**config.mk**
```make
export PLATFORM = sky130hd
export DESIGN_NAME = serial_frame_encoder_checksum
export DESIGN_NICKNAME = d
export VERILOG_FILES = /design/src/hw/rtl/sfe_pkg.sv /design/src/hw/rtl/sfe_frame_build.sv /design/src/hw/rtl/sfe_char_queue.sv /design/src/hw/rtl/serial_frame_encoder_checksum.sv
export SDC_FILE = /design/constraint.sdc
export NUM_CORES = 1
export LEC_CHECK = 0
export ABC_AREA = 0
export BUFFER_PORTS_ARGS = -buffer_cell sky130_fd_sc_hd__clkbuf_2
export CAP_MARGIN = 0
export CELL_PAD_IN_SITES_DETAIL_PLACEMENT = 1
export CELL_PAD_IN_SITES_GLOBAL_PLACEMENT = 1
export CORE_UTILIZATION = 50
export CTS_BUF_LIST = sky130_fd_sc_hd__clkbuf_8
export DETAILED_ROUTE_END_ITERATION = 16
export PLACE_DENSITY = 0.8
export SYNTH_ARGS = -nofsm -noshare
export SYNTH_HDL_FRONTEND = slang
export SYNTH_HIERARCHICAL = 1
export SYNTH_SLANG_ARGS = --single-unit
```
**constraint.sdc**
```tcl
create_clock -name clk -period 9.5 [get_ports clk]
set_input_delay 0.475 -clock clk [delete_from_list [all_inputs] [get_ports clk]]
set_output_delay 0.475 -clock clk [all_outputs]
set_load 0.05 [all_outputs]
```
**src/hw/rtl/sfe_pkg.sv**
```systemverilog
// Shared types, character codes and the group encoder of the serial frame encoder.
// No dependencies; imported by every module of the block.
`timescale 1ns / 1ps
`default_nettype none
package sfe_pkg;

	localparam int MaxChars = 10;
	localparam int CntW     = $clog2(MaxChars + 1);

	localparam logic [7:0] CharStart = 8'h23;
	localparam logic [7:0] CharBase  = 8'h3D;
	localparam logic [7:0] CharCr    = 8'h0D;

	localparam logic [CntW-1:0] HdrLen  = CntW'(3);
	localparam logic [CntW-1:0] GrpLen  = CntW'(4);
	localparam logic [CntW-1:0] TailLen = CntW'(3);

	typedef logic [MaxChars-1:0][7:0] sfe_chars_t;
	typedef logic [3:0][7:0] sfe_group_t;

	// Frame state kept between beats.
	typedef struct packed {
		logic [15:0] held;
		logic [1:0]  fill;
		logic [11:0] sum;
		logic        in_frame;
	} sfe_state_t;

	// Characters caused by one input beat, first character in slot 0.
	typedef struct packed {
		sfe_chars_t      chars;
		logic [CntW-1:0] count;
		logic            closes;
	} sfe_batch_t;

	function automatic sfe_group_t sfe_enc_group(input logic [7:0] a, input logic [7:0] b,
		input logic [7:0] c);
		sfe_group_t g;
		g[0] = CharBase + {2'b00, a[7:2]};
		g[1] = CharBase + {2'b00, a[1:0], b[7:4]};
		g[2] = CharBase + {2'b00, b[3:0], c[7:6]};
		g[3] = CharBase + {2'b00, c[5:0]};
		return g;
	endfunction

endpackage
`default_nettype wire

```
**src/hw/rtl/sfe_frame_build.sv**
```systemverilog
// Combinational frame builder: turns one input beat plus frame state into its
// characters and the next frame state. Depends on sfe_pkg.
`timescale 1ns / 1ps
`default_nettype none
module sfe_frame_build (
	input  wire logic [7:0]  data_byte,
	input  wire logic        has_data,
	input  wire logic        is_first,
	input  wire logic        is_last,
	input  wire logic [7:0]  command,
	input  wire logic [7:0]  address,
	input  wire sfe_pkg::sfe_state_t state,
	output sfe_pkg::sfe_batch_t      batch,
	output sfe_pkg::sfe_state_t      state_next
);
	import sfe_pkg::*;

	sfe_state_t  st_e;
	logic        active;
	logic        grp_data, grp_flush, grp_any;
	logic [15:0] held_d;
	logic [1:0]  fill_d;
	logic [7:0]  ga, gb, gc;
	sfe_group_t  grp;
	logic [2:0][7:0] hdr, tail;
	logic [11:0] sum_hdr, sum_grp, sum_pre;

	always_comb begin
		// A first beat restarts the frame from a clean state.
		st_e = state;
		if (is_first) begin
			st_e = '0;
		end
		active = is_first | state.in_frame;

		held_d   = st_e.held;
		fill_d   = st_e.fill;
		grp_data = 1'b0;
		if (has_data) begin
			unique case (st_e.fill)
				2'd0: begin
					held_d = {data_byte, 8'h00};
					fill_d = 2'd1;
				end
				2'd1: begin
					held_d = {st_e.held[15:8], data_byte};
					fill_d = 2'd2;
				end
				default: begin
					grp_data = 1'b1;
					held_d   = '0;
					fill_d   = 2'd0;
				end
			endcase
		end
		grp_flush = is_last & (fill_d != 2'd0);
		grp_any   = grp_data | grp_flush;

		ga = grp_data ? st_e.held[15:8] : held_d[15:8];
		gb = grp_data ? st_e.held[7:0] : ((fill_d == 2'd1) ? 8'h00 : held_d[7:0]);
		gc = grp_data ? data_byte : 8'h00;
		grp = sfe_enc_group(ga, gb, gc);

		hdr[0] = CharStart;
		hdr[1] = address;
		hdr[2] = command;

		sum_hdr = is_first ? (12'(CharStart) + 12'(address) + 12'(command)) : 12'h000;
		sum_grp = grp_any ? (12'(grp[0]) + 12'(grp[1]) + 12'(grp[2]) + 12'(grp[3])) : 12'h000;
		sum_pre = st_e.sum + sum_hdr + sum_grp;

		tail[0] = CharBase + {2'b00, sum_pre[11:6]};
		tail[1] = CharBase + {2'b00, sum_pre[5:0]};
		tail[2] = CharCr;

		batch.chars = '0;
		unique case ({is_first, grp_any})
			2'b00: begin
				for (int i = 0; i < 3; i++) batch.chars[i] = tail[i];
			end
			2'b10: begin
				for (int i = 0; i < 3; i++) batch.chars[i] = hdr[i];
				for (int i = 0; i < 3; i++) batch.chars[i + 3] = tail[i];
			end
			2'b01: begin
				for (int i = 0; i < 4; i++) batch.chars[i] = grp[i];
				for (int i = 0; i < 3; i++) batch.chars[i + 4] = tail[i];
			end
			default: begin
				for (int i = 0; i < 3; i++) batch.chars[i] = hdr[i];
				for (int i = 0; i < 4; i++) batch.chars[i + 3] = grp[i];
				for (int i = 0; i < 3; i++) batch.chars[i + 7] = tail[i];
			end
		endcase

		batch.count = '0;
		if (active) begin
			batch.count = (is_first ? HdrLen : '0) + (grp_any ? GrpLen : '0)
				+ (is_last ? TailLen : '0);
		end
		batch.closes = is_last;

		// Closing a frame returns everything to reset; ignored beats leave state alone.
		state_next = state;
		if (active) begin
			if (is_last) begin
				state_next = '0;
			end else begin
				state_next.held     = held_d;
				state_next.fill     = fill_d;
				state_next.sum      = sum_pre;
				state_next.in_frame = 1'b1;
			end
		end
	end

endmodule
`default_nettype wire

```
**src/hw/rtl/sfe_char_queue.sv**
```systemverilog
// Character queue: holds the characters of one beat in a shift line and feeds
// them one per cycle into the output register while the output is not stalled. Depends on sfe_pkg.
`timescale 1ns / 1ps
`default_nettype none
module sfe_char_queue (
	input  wire logic clk,
	input  wire logic arst_n,
	input  wire logic load,
	input  wire sfe_pkg::sfe_batch_t batch,
	output logic       can_load,
	output logic       out_valid,
	input  wire logic  out_ready,
	output logic [7:0] out_char,
	output logic       frame_end,
	output logic       run_last
);
	import sfe_pkg::*;

	sfe_chars_t      chars_q;
	logic [CntW-1:0] cnt_q;
	logic            end_q;
	logic            out_valid_q, frame_end_q, run_last_q;
	logic [7:0]      out_char_q;
	logic            out_free, pop, last_one;

	assign out_free = !out_valid_q || out_ready;
	assign pop      = out_free && (cnt_q != '0);
	assign last_one = (cnt_q == CntW'(1));
	assign can_load = (cnt_q == '0) || (last_one && out_free);

	always_ff @(posedge clk or negedge arst_n) begin
		if (!arst_n) begin
			cnt_q <= '0;
			end_q <= 1'b0;
		end else if (load && (batch.count != '0)) begin
			cnt_q <= batch.count;
			end_q <= batch.closes;
		end else if (pop) begin
			cnt_q <= cnt_q - CntW'(1);
		end
	end

	always_ff @(posedge clk) begin
		if (load && (batch.count != '0)) begin
			chars_q <= batch.chars;
		end else if (pop) begin
			chars_q <= {8'h00, chars_q[MaxChars-1:1]};
		end
	end

	always_ff @(posedge clk or negedge arst_n) begin
		if (!arst_n) begin
			out_valid_q <= 1'b0;
		end else if (pop) begin
			out_valid_q <= 1'b1;
		end else if (out_ready) begin
			out_valid_q <= 1'b0;
		end
	end

	always_ff @(posedge clk) begin
		if (pop) begin
			out_char_q  <= chars_q[0];
			run_last_q  <= last_one;
			frame_end_q <= last_one && end_q;
		end
	end

	assign out_valid = out_valid_q;
	assign out_char  = out_char_q;
	assign frame_end = frame_end_q;
	assign run_last  = run_last_q;

endmodule
`default_nettype wire

```
**src/hw/rtl/serial_frame_encoder_checksum.sv**
```systemverilog
// Serial frame encoder with 12-bit character checksum (top level).
// Depends on sfe_pkg, sfe_frame_build and sfe_char_queue.
//
// Turns input beats into the characters of an ASCII frame, one output beat
// per character. A first beat emits '#', the address byte and the command
// byte; payload bytes are packed three to a group and each group leaves as
// four characters '='+6-bit value. A last beat flushes a partial group
// (zero padded), then sends '='+sum[11:6], '='+sum[5:0] and a carriage
// return, where sum is the 12-bit total of all frame characters before it.
// Beats outside a frame (no first beat seen) are swallowed silently.
// Timing: a beat is decoded in the cycle it is accepted and its characters
// (0 to 10) are loaded into a shift line; the output port then moves one
// character per cycle while out_ready is high. The input side takes the next
// beat in the cycle the last queued character goes to the output register,
// so a new beat is not loaded before the shift line of the last one has
// emptied. The first character of a beat goes through the shift line and
// then the output register; output stalls hold off the input the same way.
`timescale 1ns / 1ps
`default_nettype none
module serial_frame_encoder_checksum (
	input  wire logic       clk,
	input  wire logic       arst_n,
	input  wire logic       in_valid,
	output logic            in_ready,
	input  wire logic [7:0] data_byte,
	input  wire logic       has_data,
	input  wire logic       is_first,
	input  wire logic       is_last,
	input  wire logic [7:0] command,
	input  wire logic [7:0] address,
	output logic            out_valid,
	input  wire logic       out_ready,
	output logic [7:0]      out_char,
	output logic            frame_end,
	output logic            run_last
);
	import sfe_pkg::*;

	sfe_state_t state_q, state_next;
	sfe_batch_t batch;
	logic       can_load, accept;

	assign in_ready = can_load;
	assign accept   = in_valid && can_load;

	// Beat decode: header, group packing, checksum and next frame state.
	sfe_frame_build u_build (
		.data_byte  (data_byte),
		.has_data   (has_data),
		.is_first   (is_first),
		.is_last    (is_last),
		.command    (command),
		.address    (address),
		.state      (state_q),
		.batch      (batch),
		.state_next (state_next)
	);

	// Frame state advances once per accepted beat.
	always_ff @(posedge clk or negedge arst_n) begin
		if (!arst_n) begin
			state_q <= '0;
		end else if (accept) begin
			state_q <= state_next;
		end
	end

	// Character queue and output register.
	sfe_char_queue u_queue (
		.clk       (clk),
		.arst_n    (arst_n),
		.load      (accept),
		.batch     (batch),
		.can_load  (can_load),
		.out_valid (out_valid),
		.out_ready (out_ready),
		.out_char  (out_char),
		.frame_end (frame_end),
		.run_last  (run_last)
	);

endmodule
`default_nettype wire

```
==> run summary <==
The total global routing track utilization is 28.35%. The worst hold path belongs to the class primary input to asynchronous set/reset pin. Hold repair after CTS inserted 0 buffers.

The antenna diode count is 0. The clock-pin transition on the worst setup and hold timing paths came out at 0.10 ns. The number of buffers created by CTS came out at 17. The count of port buffers added during placement is 42. The floorplan row count is 49. The clock period could shrink to 7.652 ns.

The upper clock frequency limit is 0.1307 GHz. The H-tree was split into 4 levels. Pin placement for this block handled 43 I/O pins. Among cell families on the critical path, the largest total delay comes from adder cells. The met2 layer wire length in the routed design is 12830 µm. The final worst-path cycle share came out at 80.54%.

The fraction of final layout cells with drive strength greater than 1 is 14.19%. The critical path startpoint category is a primary input. The run finished, with violations left.

Measured against its own limit, the worst slew margin works out to 27.23%. The maximum net fanout on the critical path is 28. The first-pass iteration count of the detailed router came out at 13.

The clock tree root buffer cell is clkbuf_8. Once detail routing completed, the nets flagged for antenna violations numbered 0. The mapped cell area is 9402 µm². The TritonCTS clock tree is yes. The worst-case clock buffer depth came out at 2. Entering global routing, the biggest net connects 85 pins. In the final timing run, aggregate negative setup slack is 0 ns.

The DRC marker count from the first detailed-route iteration came out at 574. The count of maximum capacitance violations is 0. The post-synthesis instance total is 1001. The post-CTS resize count came out at 0. The initial antenna violation count was 0. The final estimated routing congestion in global placement is 0.9487.

The overall power came out at 0.004020 W. The area fraction of the dominant cell type after synthesis is 28.75%. At the pin with the least slew margin, the transition time is 1.088 ns. The maximum vdd ir drop came out at 369.0 µV.

Once the clock tree was built, the setup fixing pass inserted 0 buffers. The required arrival time at the worst endpoint is 9.73 ns. The clock network latency to the later pin of the worst-skew pair is 0.47 ns. Yosys attributes the largest share of cell area to edfxtp_1 29%, nand2_1 11%, dfrtp_1 9.8%. The share of flip-flops with an asynchronous set or reset is 29.13%. The max-slew violation count came out at 0.

After floorplanning, the core was sized to cover 18210 µm². The worst clock skew came out at 0.01560 ns. The slowest stage of the critical path is the fa_1 cell. The checks that failed: design-rule violations.

The average via count per standard cell is 5.823. The most numerous cell type found on the critical path is ha_1. In the routed design, unresolved DRC markers number 2. The global-route wire length before repair came out at 41910 µm. The critical path is of the primary input to flip-flop type. The count of vias placed by the detailed router came out at 7325.

The number of different library cells in the post-synthesis netlist is 79. The number of storage elements in the synthesis netlist came out at 127. The maximum single-stage delay on the critical path is 0.55 ns. The critical path arrival came out at 7.88 ns.

The number of global-route vias before repair is 7637. The main flop type after synthesis is edfxtp_1. The highest metal layer used by the detailed router is met4. Setup violations remaining at the end of the flow were counted as 0.

The clock drives 127 sinks. The routed design uses 1067 µm of met3 wire. The HPWL reported at the end of detailed placement came out at 18780 µm.

The total congestion overflow is 0. The kind of end point of the critical path is a flip-flop. The overall die area came out at 19360 µm². The power density of the placed cells is 403.0 nW/µm².

Of the synthesized area, sequential elements account for 38.59%. The final net count is 1116. The routed length on met1 is 11470 µm. The per-cell routed wire length came out at 20.67 µm. Counting both buffers and inverters, the worst setup path holds a total of 5.

The launch point of the worst reg-to-reg path is state_q[13]$_DFFE_PN0P_. After detailed routing, the total wire length is 26000 µm. The initial standard-cell utilization of the core is 51.63%. The horizontal die dimension came out at 139.1 µm. The synthesized area divided by synthesized cell count is 9.392 µm². The most critical setup path has its startpoint at is_first. The analysis attributes to cell leakage a power of 4.752 nW. The area added between synthesis and finish came out at 6.122%. Setup repair after global routing left no endpoint under its margin.

The count of final hold-check violations came to 0. The post-synthesis cell type with the largest combined area is edfxtp_1. The synthesized design contains 90 enable-type register cells. The count of synthesis-stage warnings from yosys came out at 6. In this run the vertical extent of the chip is 139.1 µm.
-- layout make-up --
| class | count | area, µm² |
|---|---|---|
| clock inverters | 15 | 143.9 |
| fillers | 2102 | 8232 |
| repair buffers | 50 | 270.3 |
| multi-input cells | 756 | 5174 |
| well taps | 229 | 286.5 |
| inverters | 64 | 240.2 |
| flip-flops and latches | 127 | 3628 |
| clock buffers | 17 | 234.0 |
-- layer usage --
metal	global-route usage, %	vias to the layer above
met5	0	-
met4	10.00	0
met3	5.007	52
met2	47.82	181
met1	36.62	3681
li1	-	3411
-- synthesized netlist by cell type (all sizes together), types with 2 or more instances --
library cell,n
a22oi,4
a21o,13
nand4,4
inv,64
mux2,36
o21ai,36
o21a,5
buf,45
o22a,6
clkbuf,20
and2,29
xor2,15
a21oi,35
o41ai,2
o22ai,2
a32o,4
and3,10
or3,7
o311ai,2
o2bb2ai,2
ha,45
nand2b,4
a211o,2
xnor2,27
o21bai,5
nor3,10
or2,5
mux2i,9
nor2b,18
a211oi,4
edfxtp,90
nor4,3
nand3,6
fa,24
nand2,274
nor3b,4
a21boi,2
dfrtp,37
nor2,45
a22o,29
-- final timing paths --
| check | cells after the start | to | slack (ns) |
|---|---|---|---|
| min reg2reg | 0 | u_queue/out_char[7]$_DFFE_PP_ | 0.43 |
| min | 1 | state_q[3]$_DFFE_PN0P_ | 0.15 |
| max reg2reg | 27 | u_queue/chars_q[26]$_DFFE_PP_ | 1.85 |
| min in group clk | 3 | u_queue/out_valid$_DFFE_PN0P_ | 0.41 |
| max in group asynchronous | 1 | state_q[1]$_DFFE_PN0P_ | 8.74 |
| max | 28 | u_queue/chars_q[26]$_DFFE_PP_ | 1.85 |
-- power breakdown --
part           internal (W)  switching, W
Clock              0.000193      0.000272
Sequential         0.000948      0.000106
Combinational      0.000897       0.00160
-- kinds of logic (layout without fill, tap and decap cells) --
logic type	count (synthesis)	after routing	synth area share (%)
other	1	12	0.03989
AND/OR/NAND/NOR	423	423	20.22
AO/OA/AOI/OAI	165	165	12.74
XOR/XNOR	42	42	3.913
flip-flops	127	127	38.59
multiplexers	45	45	6.428
buffers and inverters	129	146	6.974
adder cells (fa/ha/maj)	69	69	11.10
-- worst reg2reg max path: cells and delay by family (launching register included) --
kind	cells	cell delay, ns
AO/OA/AOI/OAI	6	1.41
XOR/XNOR	4	1.36
adder cells (fa/ha/maj)	7	2.71
buffers and inverters	3	0.18
flip-flops	1	0.51
AND/OR/NAND/NOR	7	1.28
-- cell usage in the layout (no fill, tap or decap), drive strengths merged, types with 27 or more instances in the layout --
cell type / Yosys / layout
a21oi: 35 / 35
a22o: 29 / 29
and2: 29 / 29
clkbuf: 20 / 59
dfrtp: 37 / 37
edfxtp: 90 / 90
ha: 45 / 45
inv: 64 / 73
mux2: 36 / 36
nand2: 274 / 274
nor2: 45 / 45
o21ai: 36 / 36
xnor2: 27 / 27
-- flip-flops by register name, summed over array words and instances (netlist names) --
| signal | count |
|---|---|
| u_queue/frame_end | 1 |
| u_queue/cnt_q | 4 |
| u_queue/chars_q | 80 |
| u_queue/end_q | 1 |
| u_queue/out_valid | 1 |
| state_q | 31 |
| u_queue/out_char | 8 |
| u_queue/run_last | 1 |
-- metrics by stage --
step	hold slack, ns	utilization (%)	worst slack [ns]	cell area [µm²]	cells
after floorplan	0.1794	-	2.816	9443	1012
final	0.1541	54.79	1.848	9977	1258
after CTS	0.1580	54.79	1.928	9977	1258
after detailed placement	0.4071	52.72	1.449	9599	1226
after global routing	0.2094	54.79	1.359	9977	1258
after global placement	0.4061	52.72	1.637	9599	1226
No activity file was read; power rests on OpenSTA's default activity.
